$ cat src/pwms_pkg.sv
`timescale 1ns / 1ps
// ----------------------------------------------------------------------------
// Phase weighted mode sum: shared package
// Widths, default sizes, the queue entry type and the back-end state codes.
// ----------------------------------------------------------------------------
package pwms_pkg;

  localparam int unsigned MODE_COUNT_DEF       = 256;
  localparam int unsigned SINE_TABLE_DEPTH_DEF = 1024;

  localparam int unsigned COEF_W    = 24;
  localparam int unsigned MODE_W    = 12;
  localparam int unsigned WNUM_W    = MODE_W + 1;
  localparam int unsigned POS_W     = 32;
  localparam int unsigned TW_W      = 18;
  localparam int unsigned PROD_W    = COEF_W + TW_W;
  localparam int unsigned ACC_W     = 54;
  localparam int unsigned SUM_W     = 40;
  localparam int unsigned DROP_BITS = 17;

  localparam int unsigned FIFO_DEPTH = 2;

  typedef struct packed {
    logic signed [COEF_W-1:0] coef_re;
    logic signed [COEF_W-1:0] coef_im;
    logic signed [WNUM_W-1:0] wavenum;
    logic                     in_range;
    logic                     last;
  } pwms_item_t;

  typedef struct packed {
    logic       push;
    pwms_item_t item;
  } pwms_push_t;

  typedef struct packed {
    logic full;
    logic valid;
  } pwms_fifo_stat_t;

  typedef enum logic [2:0] {
    BK_IDLE,
    BK_PHASE,
    BK_SCALE,
    BK_ROM,
    BK_MUL,
    BK_ACC
  } bk_state_e;

endpackage

$ cat src/pwms_front.sv
`timescale 1ns / 1ps
// ----------------------------------------------------------------------------
// Phase weighted mode sum: front end
// Accepts coefficient transactions, maps the storage index to a signed
// wavenumber in FFT order and pushes the classified item into the queue.
// ----------------------------------------------------------------------------
module pwms_front #(
  parameter int unsigned MODE_COUNT = pwms_pkg::MODE_COUNT_DEF
) (
  input  logic                                     in_valid_i,
  output logic                                     in_stall_o,
  input  logic signed [pwms_pkg::COEF_W-1:0]       coef_re_i,
  input  logic signed [pwms_pkg::COEF_W-1:0]       coef_im_i,
  input  logic        [pwms_pkg::MODE_W-1:0]       mode_index_i,
  input  logic                                     last_mode_i,
  input  pwms_pkg::pwms_fifo_stat_t                fifo_stat_i,
  output pwms_pkg::pwms_push_t                     push_o
);
  import pwms_pkg::*;

  localparam logic [WNUM_W-1:0] ModeCnt = WNUM_W'(MODE_COUNT);
  localparam logic [WNUM_W-1:0] HalfCnt = WNUM_W'(MODE_COUNT / 2);

  logic [WNUM_W-1:0] idx_ext;

  assign idx_ext    = WNUM_W'(mode_index_i);
  assign in_stall_o = fifo_stat_i.full;

  always_comb begin
    push_o.push          = in_valid_i && !fifo_stat_i.full;
    push_o.item.coef_re  = coef_re_i;
    push_o.item.coef_im  = coef_im_i;
    push_o.item.in_range = idx_ext < ModeCnt;
    push_o.item.last     = last_mode_i;
    if (idx_ext < HalfCnt) begin
      push_o.item.wavenum = $signed(idx_ext);
    end else begin
      push_o.item.wavenum = $signed(idx_ext - ModeCnt);
    end
  end

endmodule

$ cat config.mk
export PLATFORM = sky130hd
export DESIGN_NAME = pwms_front
export DESIGN_NICKNAME = d
export VERILOG_FILES = /design/src/pwms_pkg.sv /design/src/pwms_front.sv
export SDC_FILE = /design/constraint.sdc
export NUM_CORES = 1
export LEC_CHECK = 0
export BUFFER_PORTS_ARGS = -buffer_cell sky130_fd_sc_hd__buf_2
export CAP_MARGIN = 10
export CORE_MARGIN = 3
export CORE_UTILIZATION = 24
export DETAILED_ROUTE_END_ITERATION = 10
export PLACE_DENSITY = 0.84
export SETUP_SLACK_MARGIN = 0.02
export SYNTH_ARGS = -nofsm -noshare
export SYNTH_HDL_FRONTEND = slang
export SYNTH_SLANG_ARGS = --single-unit
$ cat constraint.sdc
create_clock -name vclk -period 1.9
set_input_delay 0.285 -clock vclk [all_inputs]
set_output_delay 0.285 -clock vclk [all_outputs]
set_load 0.005 [all_outputs]
==> run summary <==
Outcome: finished, final reports clean
Total number of vias: 268
Netlist Area Pre-Place: 564 um2
Clock buf count: 0
Type of origin of the critical path: input pin
Final ANT Viol Nets: 0
Peak supply drop: 0.0376 mV
CP Max Fanout: 3
Worst hold path type: input pin to output port
Tmin final: 1830 ps
Setup violations, final: 0
Crit path capture type: output port
Pwr dens: 181 mW/mm2
RSZ-0062 raised after global routing: no
Syn. warnings: 0
Initial core utilization: 0.271
Pre-CTS WS: 33.5 ps
Total core area: 0.00208 mm2
WP data required: 1620 ps
Mapped Nets: 141
Max transition margin: 0.762
Final #Nets: 104
Min Hold Slack: 570 ps
Layout cells sized above 1: 0.667
Hold Fails Final Rpt: 0
First-pass GRT wire length: 986 um
Post-synth top cells: buf_4, nor2_1, ha_1, inv_1, xnor2_1
Crit path arrival time: 1550 ps
Fill count: 258
Largest net degree at the start of global routing: 5
# DRC: 0
Area occupied by multi-input gates: 124 um2
Sequential cell area: 0 um2
Post-DP Area: 250 um2
Die width: 54.5 um
Top cell type's share of synthesized area: 0.772
WL per Instance: 12.6 um
# IOs: 129
FP Rows: 16
Area growth syn-to-layout: -52.5%
Vias per cell: 4.25
Final worst slack: 69.0 ps
Buffers on Ports: 16
GRT overflow: 0
Pwr Total: 48.5 uW
FMAX: 546 MHz
Initial DRC count: 1
Post-synthesis sequential area ratio: 0
Count of different cell masters after synthesis: 12
Maximum Capacitance Violations: 0
Period Utilization, post-route: 0.964
Worst Max-Slew Pin Slew: 353 ps
Fin. max-slew vios: 0
Kind of critical path: input pin to output port
Final RePlAce weighted congestion: 0.418
Post-Synthesis Cells: 75
Initial antenna violation count: 0
Most common cell in the netlist: buf_4
WL final: 791 um
Vert. Die Dim: 54.5 um
Syn_area_per_cell: 7.52 um2
FF+latch count: 0
Die area: 0.00297 mm2
Pleak: 0.131 nW
Fin Setup TNS: 0 ps
Vias in the first global route: 240
Antenna diode count: 0
Synth top area cells: buf_4, ha_1, xnor2_1
Leading area contributor after synthesis: buf_4
Design area: 268 um2
DR pass1 iterations: 2
GR Util All Layers: 0.0426
[where the power goes]
part | internal, mW | switching, mW
registers | 0 | 0
clock network | 0 | 0
logic | 0.0264 | 0.0221
[layer usage]
| layer | global-route usage | part of all wire | up-vias |
|---|---|---|---|
| met5 | 0 | 0 | - |
| met3 | 0.0490 | 0.24 | 30 |
| met4 | 0.104 | 0.21 | 0 |
| met2 | 0.0498 | 0.38 | 38 |
| met1 | 0.0128 | 0.17 | 105 |
| li1 | - | - | 95 |
[final cells by class]
cell class	count	share of cell area
multi-input cells	15	0.463
repair buffers	19	0.383
well taps	27	0.126
inverters	2	0.0280
[cells in the final DEF, fill, tap and decap left out, drive strengths merged]
| cell type | synthesis | routed |
|---|---|---|
| mux2i | 1 | 1 |
| ha | 2 | 2 |
| xnor2 | 2 | 2 |
| nand2 | 1 | 1 |
| buf | 58 | 19 |
| o31a | 1 | 1 |
| nor2b | 1 | 1 |
| or3b | 1 | 1 |
| a21oi | 1 | 1 |
| nor4 | 1 | 1 |
| nor2 | 4 | 4 |
| inv | 2 | 2 |
[stage by stage]
| step | instances | utilization |
|---|---|---|
| 4_1_cts | 61 | 0.120 |
| 3_3_place_gp | 61 | 0.120 |
| 3_5_place_dp | 61 | 0.120 |
| 6_report | 63 | 0.129 |
| 2_1_floorplan | 75 | - |
| 5_1_grt | 63 | 0.129 |
[final timing paths]
check / start / end / slack, ps / cells after the start
setup / recovery: mode_index_i[9] / push_o[11] / 70 / 7
hold / removal: coef_im_i[9] / push_o[24] / 570 / 0
[cells by family after synthesis]
group / Yosys count / synth area share
xor gates and xnor gates: 2 / 0.0310
buffers and inverters: 60 / 0.785
muxes: 1 / 0.0177
AOI/OAI and AO/OA: 2 / 0.0466
adders and majority gates: 2 / 0.0443
and+or+nand+nor: 8 / 0.0754
[critical path, cell delays in order]
cell and delay (ps):
buf_2 120, inv_2 70, ha_2 180, or3b_4 400, a21oi_4 170, mux2i_1 200
buf_2 130
[repair_timing]
action	4_1_cts	5_1_grt
hold buffers	0	0
setup buffers	0	2
resized for setup	0	2
hold endpoints to repair	0	0
setup endpoints to repair	0	2
Note: power is estimated with default switching activity, not from simulation.
