--- src/pwms_pkg.sv ---
`timescale 1ns / 1ps
// ----------------------------------------------------------------------------
// Phase weighted mode sum: shared package
// Widths, default sizes, the queue entry type and the back-end state codes.
// ----------------------------------------------------------------------------
package pwms_pkg;

  localparam int unsigned MODE_COUNT_DEF       = 256;
  localparam int unsigned SINE_TABLE_DEPTH_DEF = 1024;

  localparam int unsigned COEF_W    = 24;
  localparam int unsigned MODE_W    = 12;
  localparam int unsigned WNUM_W    = MODE_W + 1;
  localparam int unsigned POS_W     = 32;
  localparam int unsigned TW_W      = 18;
  localparam int unsigned PROD_W    = COEF_W + TW_W;
  localparam int unsigned ACC_W     = 54;
  localparam int unsigned SUM_W     = 40;
  localparam int unsigned DROP_BITS = 17;

  localparam int unsigned FIFO_DEPTH = 2;

  typedef struct packed {
    logic signed [COEF_W-1:0] coef_re;
    logic signed [COEF_W-1:0] coef_im;
    logic signed [WNUM_W-1:0] wavenum;
    logic                     in_range;
    logic                     last;
  } pwms_item_t;

  typedef struct packed {
    logic       push;
    pwms_item_t item;
  } pwms_push_t;

  typedef struct packed {
    logic full;
    logic valid;
  } pwms_fifo_stat_t;

  typedef enum logic [2:0] {
    BK_IDLE,
    BK_PHASE,
    BK_SCALE,
    BK_ROM,
    BK_MUL,
    BK_ACC
  } bk_state_e;

endpackage

--- src/pwms_fifo.sv ---
`timescale 1ns / 1ps
// ----------------------------------------------------------------------------
// Phase weighted mode sum: item queue
// Short first-in first-out queue between the front and the back end.
// ----------------------------------------------------------------------------
module pwms_fifo (
  input  logic                      clk_i,
  input  logic                      rst_ni,
  input  pwms_pkg::pwms_push_t      push_i,
  input  logic                      pop_i,
  output pwms_pkg::pwms_item_t      head_o,
  output pwms_pkg::pwms_fifo_stat_t stat_o
);
  import pwms_pkg::*;

  localparam int unsigned PTR_W = $clog2(FIFO_DEPTH);

  pwms_item_t       entry_q [FIFO_DEPTH];
  logic [PTR_W-1:0] wr_ptr_q, wr_ptr_d;
  logic [PTR_W-1:0] rd_ptr_q, rd_ptr_d;
  logic [PTR_W:0]   count_q, count_d;

  assign stat_o.full  = count_q == (PTR_W+1)'(FIFO_DEPTH);
  assign stat_o.valid = count_q != '0;
  assign head_o       = entry_q[rd_ptr_q];

  always_comb begin
    wr_ptr_d = push_i.push ? wr_ptr_q + 1'b1 : wr_ptr_q;
    rd_ptr_d = pop_i ? rd_ptr_q + 1'b1 : rd_ptr_q;
    count_d  = count_q;
    if (push_i.push && !pop_i) begin
      count_d = count_q + 1'b1;
    end else if (!push_i.push && pop_i) begin
      count_d = count_q - 1'b1;
    end
  end

  always_ff @(posedge clk_i or negedge rst_ni) begin
    if (!rst_ni) begin
      wr_ptr_q <= '0;
      rd_ptr_q <= '0;
      count_q  <= '0;
    end else begin
      wr_ptr_q <= wr_ptr_d;
      rd_ptr_q <= rd_ptr_d;
      count_q  <= count_d;
    end
  end

  always_ff @(posedge clk_i) begin
    if (push_i.push) begin
      entry_q[wr_ptr_q] <= push_i.item;
    end
  end

endmodule

--- config.mk ---
export PLATFORM = sky130hd
export DESIGN_NAME = pwms_fifo
export DESIGN_NICKNAME = d
export VERILOG_FILES = /design/src/pwms_pkg.sv /design/src/pwms_fifo.sv
export SDC_FILE = /design/constraint.sdc
export NUM_CORES = 1
export LEC_CHECK = 0
export BUFFER_PORTS_ARGS = -buffer_cell sky130_fd_sc_hd__buf_4
export CORE_MARGIN = 4
export CORE_UTILIZATION = 47
export DETAILED_ROUTE_END_ITERATION = 7
export HOLD_SLACK_MARGIN = 0.1
export PLACE_DENSITY = 0.75
export SYNTH_ARGS = -nofsm -noshare
export SYNTH_HDL_FRONTEND = slang
export SYNTH_SLANG_ARGS = --single-unit
--- constraint.sdc ---
create_clock -name clk_i -period 3.7 [get_ports clk_i]
set_input_delay 0.555 -clock clk_i [delete_from_list [all_inputs] [get_ports clk_i]]
set_output_delay 0.555 -clock clk_i [all_outputs]
set_load 0.1 [all_outputs]
==> flow_summary_export.csv, run 1 <==
group,metric,value,unit
status,status,"complete, no violations",
logic_synthesis,synth_area,5030,sq um
layout,fin_nets,426,
layout,fill_cells,732,
layout,register_area,3890,sq um
logic_synthesis,ys_ff_latch,130,
cts,hold_buffers,1,
logic_synthesis,yosys.area_share.simple,0.00572,
logic_synthesis,yosysTopAreaCellShare,0.751,
floorplan,rows,37,
sta,slew_viol_final,0,
floorplan,die_h,112,microns
cts,clock_latency,0.51,ns
setup_path,worstPathRequired,3.14,ns
sta,period_share,0.766,
floorplan,io_pins,132,
logic_synthesis,ys_top_cells_by_area,"edfxtp_1 (75%), mux2_4 (18%), buf_12 (2.4%)",
floorplan,coreArea,10400,sq um
floorplan,start_util,0.486,
sta,rsz0062_at_grt,"no",
setup_path,worst_ep_arrival_time,2.28,ns
cts,cts_made_buffers,17,
layout,diodes,0,
flow_run,maxCapViolations,0,
layout,syn2layout_area_growth,32.3,%
setup_path,end_kind,"output pin",
setup_path,path_class,"reg2out",
sta,hold_viol,0,
grt,grt_pass1_wl,13200,microns
logic_synthesis,synth_compound_area_frac,0,
sta,maxSlewHeadroom,0.421,
cts,path_clk_slew,0.05,ns
sta,skew,0.00611,ns
routing,drtIter0Drc,114,
placement,dp_hpwl,5640,microns
sta,min_period,2.84,ns
logic_synthesis,syn_nets,280,
placement,port_buffers,131,
routing,via_count,2409,
cts,cts.repair.resized,0,
floorplan,fp.dieW,112,microns
cts,cts-root-buf,"clkbuf_8",
grt,grtUsageTotal,0.139,
routing,drt-wirelength-per-cell,16.7,microns
logic_synthesis,syn_inst,212,
placement,place_area,6110,sq um
sta,setup_viol,0,
routing,ant_nets,0,
routing,vias_per_cell,4.76,
layout,multi_input_area,1030,sq um
routing,drc,0,
logic_synthesis,synth.distinct_cells,14,
logic_synthesis,synth_warnings,0,
logic_synthesis,synth_area_per_cell,23.7,sq um
layout,final_common_cell,"buf_4",
cts,clkSinkCount,130,
floorplan,dieArea,12400,sq um
grt,antenna_found_initial,0,
layout,final_cell_mix,"buf_4 (131), edfxtp_1 (126), mux2_4 (59)",
min_path,min_path_type,"in2reg",
sta,max_freq,0.353,GHz
logic_synthesis,synthMuxAreaShare,0.185,
routing,drt_wl_total,8470,microns
routing,drt_pass1_iterations,4,
grt,grt_max_degree,64,
cts,clockBufferDepth,2,
setup_path,cp_max_fo,35,
logic_synthesis,synth_top_family_by_area,"multiplexers",
grt,gr-total-overflow,0,
layout,drive_gt1_frac,0.616,
placement,place_congestion,0.665,
sta,setup_tns,0,ns
logic_synthesis,yosysSeqAreaShare,0.771,
logic_synthesis,synthXorXnorAreaFrac,0.00870,
grt,grt_pass1_vias,2662,
cts,cts_setup_buffers,0,
logic_synthesis,synth.largest_area_cell,"edfxtp_1",
sta,worst_pin_slew,0.868,ns
cts,htreeDepth,4,
layout,stdcell_area,6660,sq um
sta,hold_ws,0.226,ns
setup_path,crit_path_start_kind,"flop",
logic_synthesis,synth_fa_ha_area_frac,0.00249,
cts,cts_tree,"done",
-- sequential cells by signal (all words and copies together) (netlist names) --
signal,cells
wr_ptr_q,1
entry_q,126
count_q,2
rd_ptr_q,1
-- per-layer routing --
metal	vias up	global-route usage	routed length, microns
met3	15	0.0663	656
met5	-	0	0
met2	93	0.229	4330
li1	1127	-	-
met4	0	0.0552	155
met1	1174	0.157	3330
-- final timing paths --
path | from | end | slack, ns | cells after the start
setup / recovery | rd_ptr_q$_DFFE_PN0P_ | head_o[16] | 0.86 | 3
hold / removal | pop_i | rd_ptr_q$_DFFE_PN0P_ | 0.23 | 2
setup reg to reg | wr_ptr_q$_DFFE_PN0P_ | entry_q[0][9]$_DFFE_PP_ | 2.10 | 2
hold reg to reg | count_q[1]$_DFFE_PN0P_ | count_q[1]$_DFFE_PN0P_ | 0.49 | 1
max in group asynchronous | rst_ni | rd_ptr_q$_DFFE_PN0P_ | 3.21 | 2
min in group asynchronous | rst_ni | count_q[0]$_DFFE_PN0P_ | 0.37 | 2
-- cells by family (layout without fill, tap and decap cells) --
| logic type | Yosys count | after routing |
|---|---|---|
| mux | 63 | 63 |
| fa+ha+maj | 1 | 1 |
| xor+xnor | 5 | 5 |
| buf+inv | 8 | 166 |
| simple gates | 5 | 5 |
| flops | 130 | 130 |
-- worst max-delay path, cell delays in order, from the launching register on --
cell and delay, ns:
dfrtp_4 0.86, buf_12 0.33, mux2_4 0.34, buf_4 0.24
-- Yosys cell counts --
cell type,instances
xnor2_1,1
edfxtp_1,126
or2_2,1
mux2_2,4
nor2_1,1
ha_1,1
inv_1,1
and2_1,1
xor2_1,4
mux2_4,59
nor2b_1,2
buf_6,1
dfrtp_1,4
buf_12,6
-- stage by stage --
| step | util | setup slack (ns) | instances |
|---|---|---|---|
| 4_1_cts | 0.642 | 0.809 | 506 |
| 3_5_place_dp | 0.589 | 1.36 | 474 |
| 5_1_grt | 0.642 | 0.765 | 506 |
| 3_3_place_gp | 0.589 | 1.38 | 474 |
| 2_1_floorplan | - | 1.06 | 212 |
| 6_report | 0.642 | 0.864 | 506 |
-- final cells by class --
type,instances,share of cell area
clock buffers,19,0.0633
clock inverters,12,0.0177
inverters,1,0.000564
multi-input cells,74,0.154
flip-flops and latches,130,0.584
well taps,136,0.0255
repair buffers,134,0.155
Power of run 1 is left out: the tool's default activity adds up to more than one toggle a clock period on the data nets, which glitch-free logic cannot reach.
==> run 2, diff against run 1 <==
--- a/config.mk
+++ b/config.mk
@@ -7,10 +7,10 @@
 export LEC_CHECK = 0
 export BUFFER_PORTS_ARGS = -buffer_cell sky130_fd_sc_hd__buf_4
 export CORE_MARGIN = 4
-export CORE_UTILIZATION = 47
+export CORE_UTILIZATION = 52
 export DETAILED_ROUTE_END_ITERATION = 7
 export HOLD_SLACK_MARGIN = 0.1
-export PLACE_DENSITY = 0.75
+export PLACE_DENSITY = 0.79
 export SYNTH_ARGS = -nofsm -noshare
 export SYNTH_HDL_FRONTEND = slang
 export SYNTH_SLANG_ARGS = --single-unit
==> constraint.sdc (replaced) <==
create_clock -name clk_i -period 2.86 [get_ports clk_i]
set_input_delay 0.429 -clock clk_i [delete_from_list [all_inputs] [get_ports clk_i]]
set_output_delay 0.429 -clock clk_i [all_outputs]
set_load 0.1 [all_outputs]
==> run 2 against run 1 <==
  * Non-clock buffer count increased by 66
  * Worst hold slack worse by 0.091 ns
  * Clock skew decreased by 0.0011 ns
  * First-iteration DRC count fell by 11%
  * Die area down 8.9%
  * Sequential share of layout area decreased by 5.7 points
  * Cell count increased by 12%
  * Critical path depth is the same
  * Register-to-register slack lost 0.53 ns
  * Critical path type unchanged
==> flow_summary_export.csv, run 2 (same netlist as run 1, synthesis figures left out) <==
group,metric,value,unit
min_path,min_path_type,"in2reg",
status,status,"complete, no violations",
flow_run,maxCapViolations,0,
cts,cts.repair.resized,0,
cts,htreeDepth,4,
placement,dp_hpwl,5680,microns
layout,fin_nets,492,
grt,grt_pass1_vias,2943,
grt,grt_max_degree,64,
sta,slew_viol_final,0,
floorplan,dieArea,11300,sq um
grt,antenna_found_initial,0,
layout,stdcell_area,7380,sq um
setup_path,worstPathRequired,2.43,ns
cts,path_clk_slew,0.06,ns
setup_path,end_kind,"output pin",
routing,drc,0,
floorplan,fp.dieW,106,microns
setup_path,cp_max_fo,27,
sta,setup_ws,0.208,ns
routing,drt-wirelength-per-cell,17.6,microns
sta,period_share,0.927,
setup_path,cp_slowest_cell,"dfrtp_4",
grt,grt_pass1_wl,15300,microns
routing,vias_per_cell,4.84,
layout,final_core_utilization,0.792,
cts,cts_setup_buffers,0,
routing,drt_wl_total,9960,microns
floorplan,die_h,106,microns
routing,ant_nets,0,
routing,drt_pass1_iterations,5,
sta,setup_tns,0,ns
setup_path,crit_path_start_kind,"flop",
sta,rsz0062_at_grt,"no",
floorplan,start_util,0.540,
cts,clock_latency,0.50,ns
layout,largestRegisters,"entry_q (126), count_q (2)",
setup_path,r2r_slack,1.57,ns
setup_path,crit_path_cell_trace,"buf_4 > mux2_4 > buf_4",
setup_path,path_buf_inv,2,
layout,regMostFlops,"entry_q",
layout,diodes,0,
grt,grtUsageTotal,0.182,
cts,clkSinkCount,130,
placement,port_buffers,131,
sta,hold_viol,0,
placement,place_congestion,0.703,
layout,drive_gt1_frac,0.526,
routing,via_count,2738,
sta,min_period,2.65,ns
setup_path,cp_common_cell,"buf_4",
cts,cts_made_buffers,17,
sta,worst_pin_slew,0.534,ns
cts,hold_buffers,65,
layout,syn2layout_area_growth,46.6,%
sta,setup_viol,0,
sta,max_freq,0.377,GHz
layout,largest_reg_flops,126,
sta,maxSlewHeadroom,0.644,
sta,skew,0.00504,ns
cts,clockBufferDepth,2,
floorplan,rows,35,
floorplan,coreArea,9330,sq um
floorplan,io_pins,132,
placement,pre_cts_slack,0.749,ns
cts,cts-root-buf,"clkbuf_8",
layout,final_common_cell,"buf_4",
setup_path,critPathTopFamily,"flip-flops",
routing,drtIter0Drc,102,
cts,cts_tree,"done",
placement,place_area,6130,sq um
setup_path,slowest_delay,0.77,ns
setup_path,path_class,"reg2out",
grt,gr-total-overflow,0,
layout,fill_cells,488,
layout,final_cell_mix,"buf_4 (132), edfxtp_1 (126), dlygate4sd3_1 (65)",
setup_path,worst_ep_arrival_time,2.22,ns
run 2: changes by cell type in the layout (fill, tap and decap cells not counted), sizes merged:
cell / change
clkbuf: -1
inv: +2
bufinv: +2
buf: +2
dlygate4sd3: +64
clkinv: -2
run 2: layout make-up:
class | instances | area, sq um | area share
timing repair buffer | 200 | 1700 | 0.230
multi-input combinational | 74 | 1020 | 0.139
tap | 129 | 161 | 0.0219
inverter | 1 | 3.75 | 0.000508
clock inverter | 14 | 186 | 0.0252
sequential | 130 | 3890 | 0.527
clock buffer | 18 | 418 | 0.0566
run 2: path summary, 6_finish.rpt:
| check | start | to | cells after the start |
|---|---|---|---|
| max | rd_ptr_q$_DFFE_PN0P_ | head_o[56] | 3 |
| min | push_i[63] | wr_ptr_q$_DFFE_PN0P_ | 2 |
| max reg2reg | wr_ptr_q$_DFFE_PN0P_ | entry_q[1][43]$_DFFE_PP_ | 2 |
| min reg2reg | count_q[1]$_DFFE_PN0P_ | count_q[1]$_DFFE_PN0P_ | 1 |
| max in group asynchronous | rst_ni | rd_ptr_q$_DFFE_PN0P_ | 2 |
| min in group asynchronous | rst_ni | count_q[0]$_DFFE_PN0P_ | 2 |
run 2: per-layer routing:
layer  vias up  track usage  wire length, microns
li1       1265            -                     -
met3        13       0.0486                   545
met1      1356        0.213                  4060
met2       104        0.314                  5220
met5         -            0                     0
met4         0       0.0786                   138
run 2: through the flow:
stage | hold slack [ns] | instances
6_report | 0.134 | 566
5_1_grt | 0.109 | 566
4_1_cts | 0.109 | 566
3_5_place_dp | 0.228 | 469
3_3_place_gp | 0.227 | 469
2_1_floorplan | 0.133 | 212
Power of run 2 is left out for the same reason.
==> run 3, diff against run 2 <==
--- a/config.mk
+++ b/config.mk
@@ -6,7 +6,6 @@
 export NUM_CORES = 1
 export LEC_CHECK = 0
 export BUFFER_PORTS_ARGS = -buffer_cell sky130_fd_sc_hd__buf_4
-export CORE_MARGIN = 4
 export CORE_UTILIZATION = 52
 export DETAILED_ROUTE_END_ITERATION = 7
 export HOLD_SLACK_MARGIN = 0.1
==> constraint.sdc (replaced) <==
create_clock -name clk_i -period 2.86 [get_ports clk_i]
set_input_delay 0.286 -clock clk_i [delete_from_list [all_inputs] [get_ports clk_i]]
set_output_delay 0.286 -clock clk_i [all_outputs]
set_load 0.1 [all_outputs]
==> run 3 against run 2 <==
  * Critical path depth unchanged
  * Flip-flop and latch count unchanged
  * Routed wire length down 4.9%
  * Worst setup slack better by 0.21 ns
  * Sequential share of layout area down 0.15 points
  * Critical endpoint is now head_o[43]
  * Clock skew up 0.0014 ns
==> flow_summary_export.csv, run 3 (same netlist as run 1, synthesis figures left out) <==
group,metric,value,unit
floorplan,io_pins,132,
sta,hold_viol,0,
floorplan,rows,35,
layout,diodes,0,
layout,fin_nets,494,
layout,drive_gt1_frac,0.528,
grt,grt_max_degree,64,
floorplan,fp.dieW,100,microns
layout,final_common_cell,"buf_4",
floorplan,coreArea,9330,sq um
grt,gr-total-overflow,0,
placement,place_congestion,0.715,
routing,ant_nets,0,
grt,grt_pass1_vias,2839,
flow_run,maxCapViolations,0,
placement,dp_hpwl,5170,microns
routing,vias_per_cell,4.72,
layout,largestRegisters,"entry_q (126), count_q (2)",
sta,setup_viol,0,
status,status,"complete, no violations",
cts,path_clk_slew,0.06,ns
setup_path,cp_max_fo,30,
floorplan,dieArea,10100,sq um
layout,final_cell_mix,"buf_4 (134), edfxtp_1 (126), dlygate4sd3_1 (67)",
routing,drc,0,
grt,grtUsageTotal,0.197,
routing,drtIter0Drc,117,
sta,maxSlewHeadroom,0.428,
sta,rsz0062_at_grt,"no",
sta,setup_tns,0,ns
sta,skew,0.00648,ns
cts,cts_setup_buffers,0,
sta,slew_viol_final,0,
floorplan,start_util,0.540,
sta,worst_pin_slew,0.859,ns
layout,stdcell_area,7400,sq um
cts,cts_tree,"done",
cts,cts.repair.resized,0,
floorplan,die_h,100,microns
cts,cts_made_buffers,17,
sta,min_period,2.44,ns
layout,largest_reg_flops,126,
cts,clkSinkCount,130,
setup_path,end_kind,"output pin",
layout,fill_cells,482,
cts,clockBufferDepth,2,
cts,clock_latency,0.50,ns
setup_path,path_class,"reg2out",
cts,cts-root-buf,"clkbuf_8",
grt,grt_pass1_wl,14200,microns
setup_path,crit_path_start_kind,"flop",
setup_path,worst_ep_arrival_time,2.15,ns
routing,drt-wirelength-per-cell,16.7,microns
placement,place_area,6100,sq um
grt,antenna_found_initial,0,
sta,period_share,0.853,
routing,drt_pass1_iterations,6,
sta,max_freq,0.410,GHz
setup_path,worstPathRequired,2.57,ns
min_path,min_path_type,"in2reg",
layout,regMostFlops,"entry_q",
routing,via_count,2683,
routing,drt_wl_total,9470,microns
cts,htreeDepth,4,
placement,port_buffers,131,
layout,syn2layout_area_growth,47.1,%
[run 3: routing by layer]
layer | vias up | global-route usage | part of all wire
met5 | - | 0 | 0
met4 | 0 | 0.0959 | 0.0095
met3 | 7 | 0.0550 | 0.048
met2 | 91 | 0.341 | 0.53
met1 | 1321 | 0.226 | 0.41
li1 | 1264 | - | -
[run 3: timing repair]
item                                    4_1_cts  5_1_grt
endpoints found under the setup margin        0        0
hold buffers                                 67        0
endpoints found under the hold margin       132        0
[run 3: layout make-up]
cell class / count / area, sq um / share of cell area
flip-flops and latches: 130 / 3890 / 0.525
clock buffers: 18 / 418 / 0.0564
repair buffers: 202 / 1700 / 0.229
inverters: 1 / 3.75 / 0.000507
clock inverters: 14 / 211 / 0.0286
multi-input cells: 74 / 1030 / 0.139
well taps: 129 / 161 / 0.0218
[run 3: worst paths after layout]
check / start / to / slack [ns] / cells past startpoint
hold reg to reg: wr_ptr_q$_DFFE_PN0P_ / wr_ptr_q$_DFFE_PN0P_ / 0.55 / 1
setup reg to reg: wr_ptr_q$_DFFE_PN0P_ / entry_q[1][18]$_DFFE_PP_ / 1.29 / 1
min in group asynchronous: rst_ni / count_q[1]$_DFFE_PN0P_ / 0.73 / 3
hold / removal: push_i[41] / entry_q[1][41]$_DFFE_PP_ / 0.51 / 2
max in group asynchronous: rst_ni / rd_ptr_q$_DFFE_PN0P_ / 1.90 / 3
setup / recovery: rd_ptr_q$_DFFE_PN0P_ / head_o[43] / 0.42 / 3
[run 3: worst max-delay path: stages, from the launching register on]
cell and delay (ns):
dfrtp_4 0.69, buf_12 0.29, mux2_2 0.38, buf_4 0.23
[run 3: per-stage QoR]
stage | utilization | hold WS, ns | worst slack (ns) | std cells
3_3_place_gp | 0.654 | 0.0871 | 0.947 | 469
4_1_cts | 0.794 | 0.480 | 0.385 | 568
5_1_grt | 0.794 | 0.487 | 0.335 | 568
3_5_place_dp | 0.654 | 0.0888 | 0.947 | 469
2_1_floorplan | - | -0.00959 | 0.384 | 212
6_report | 0.794 | 0.512 | 0.420 | 568
Power of run 3 is left out for the same reason.
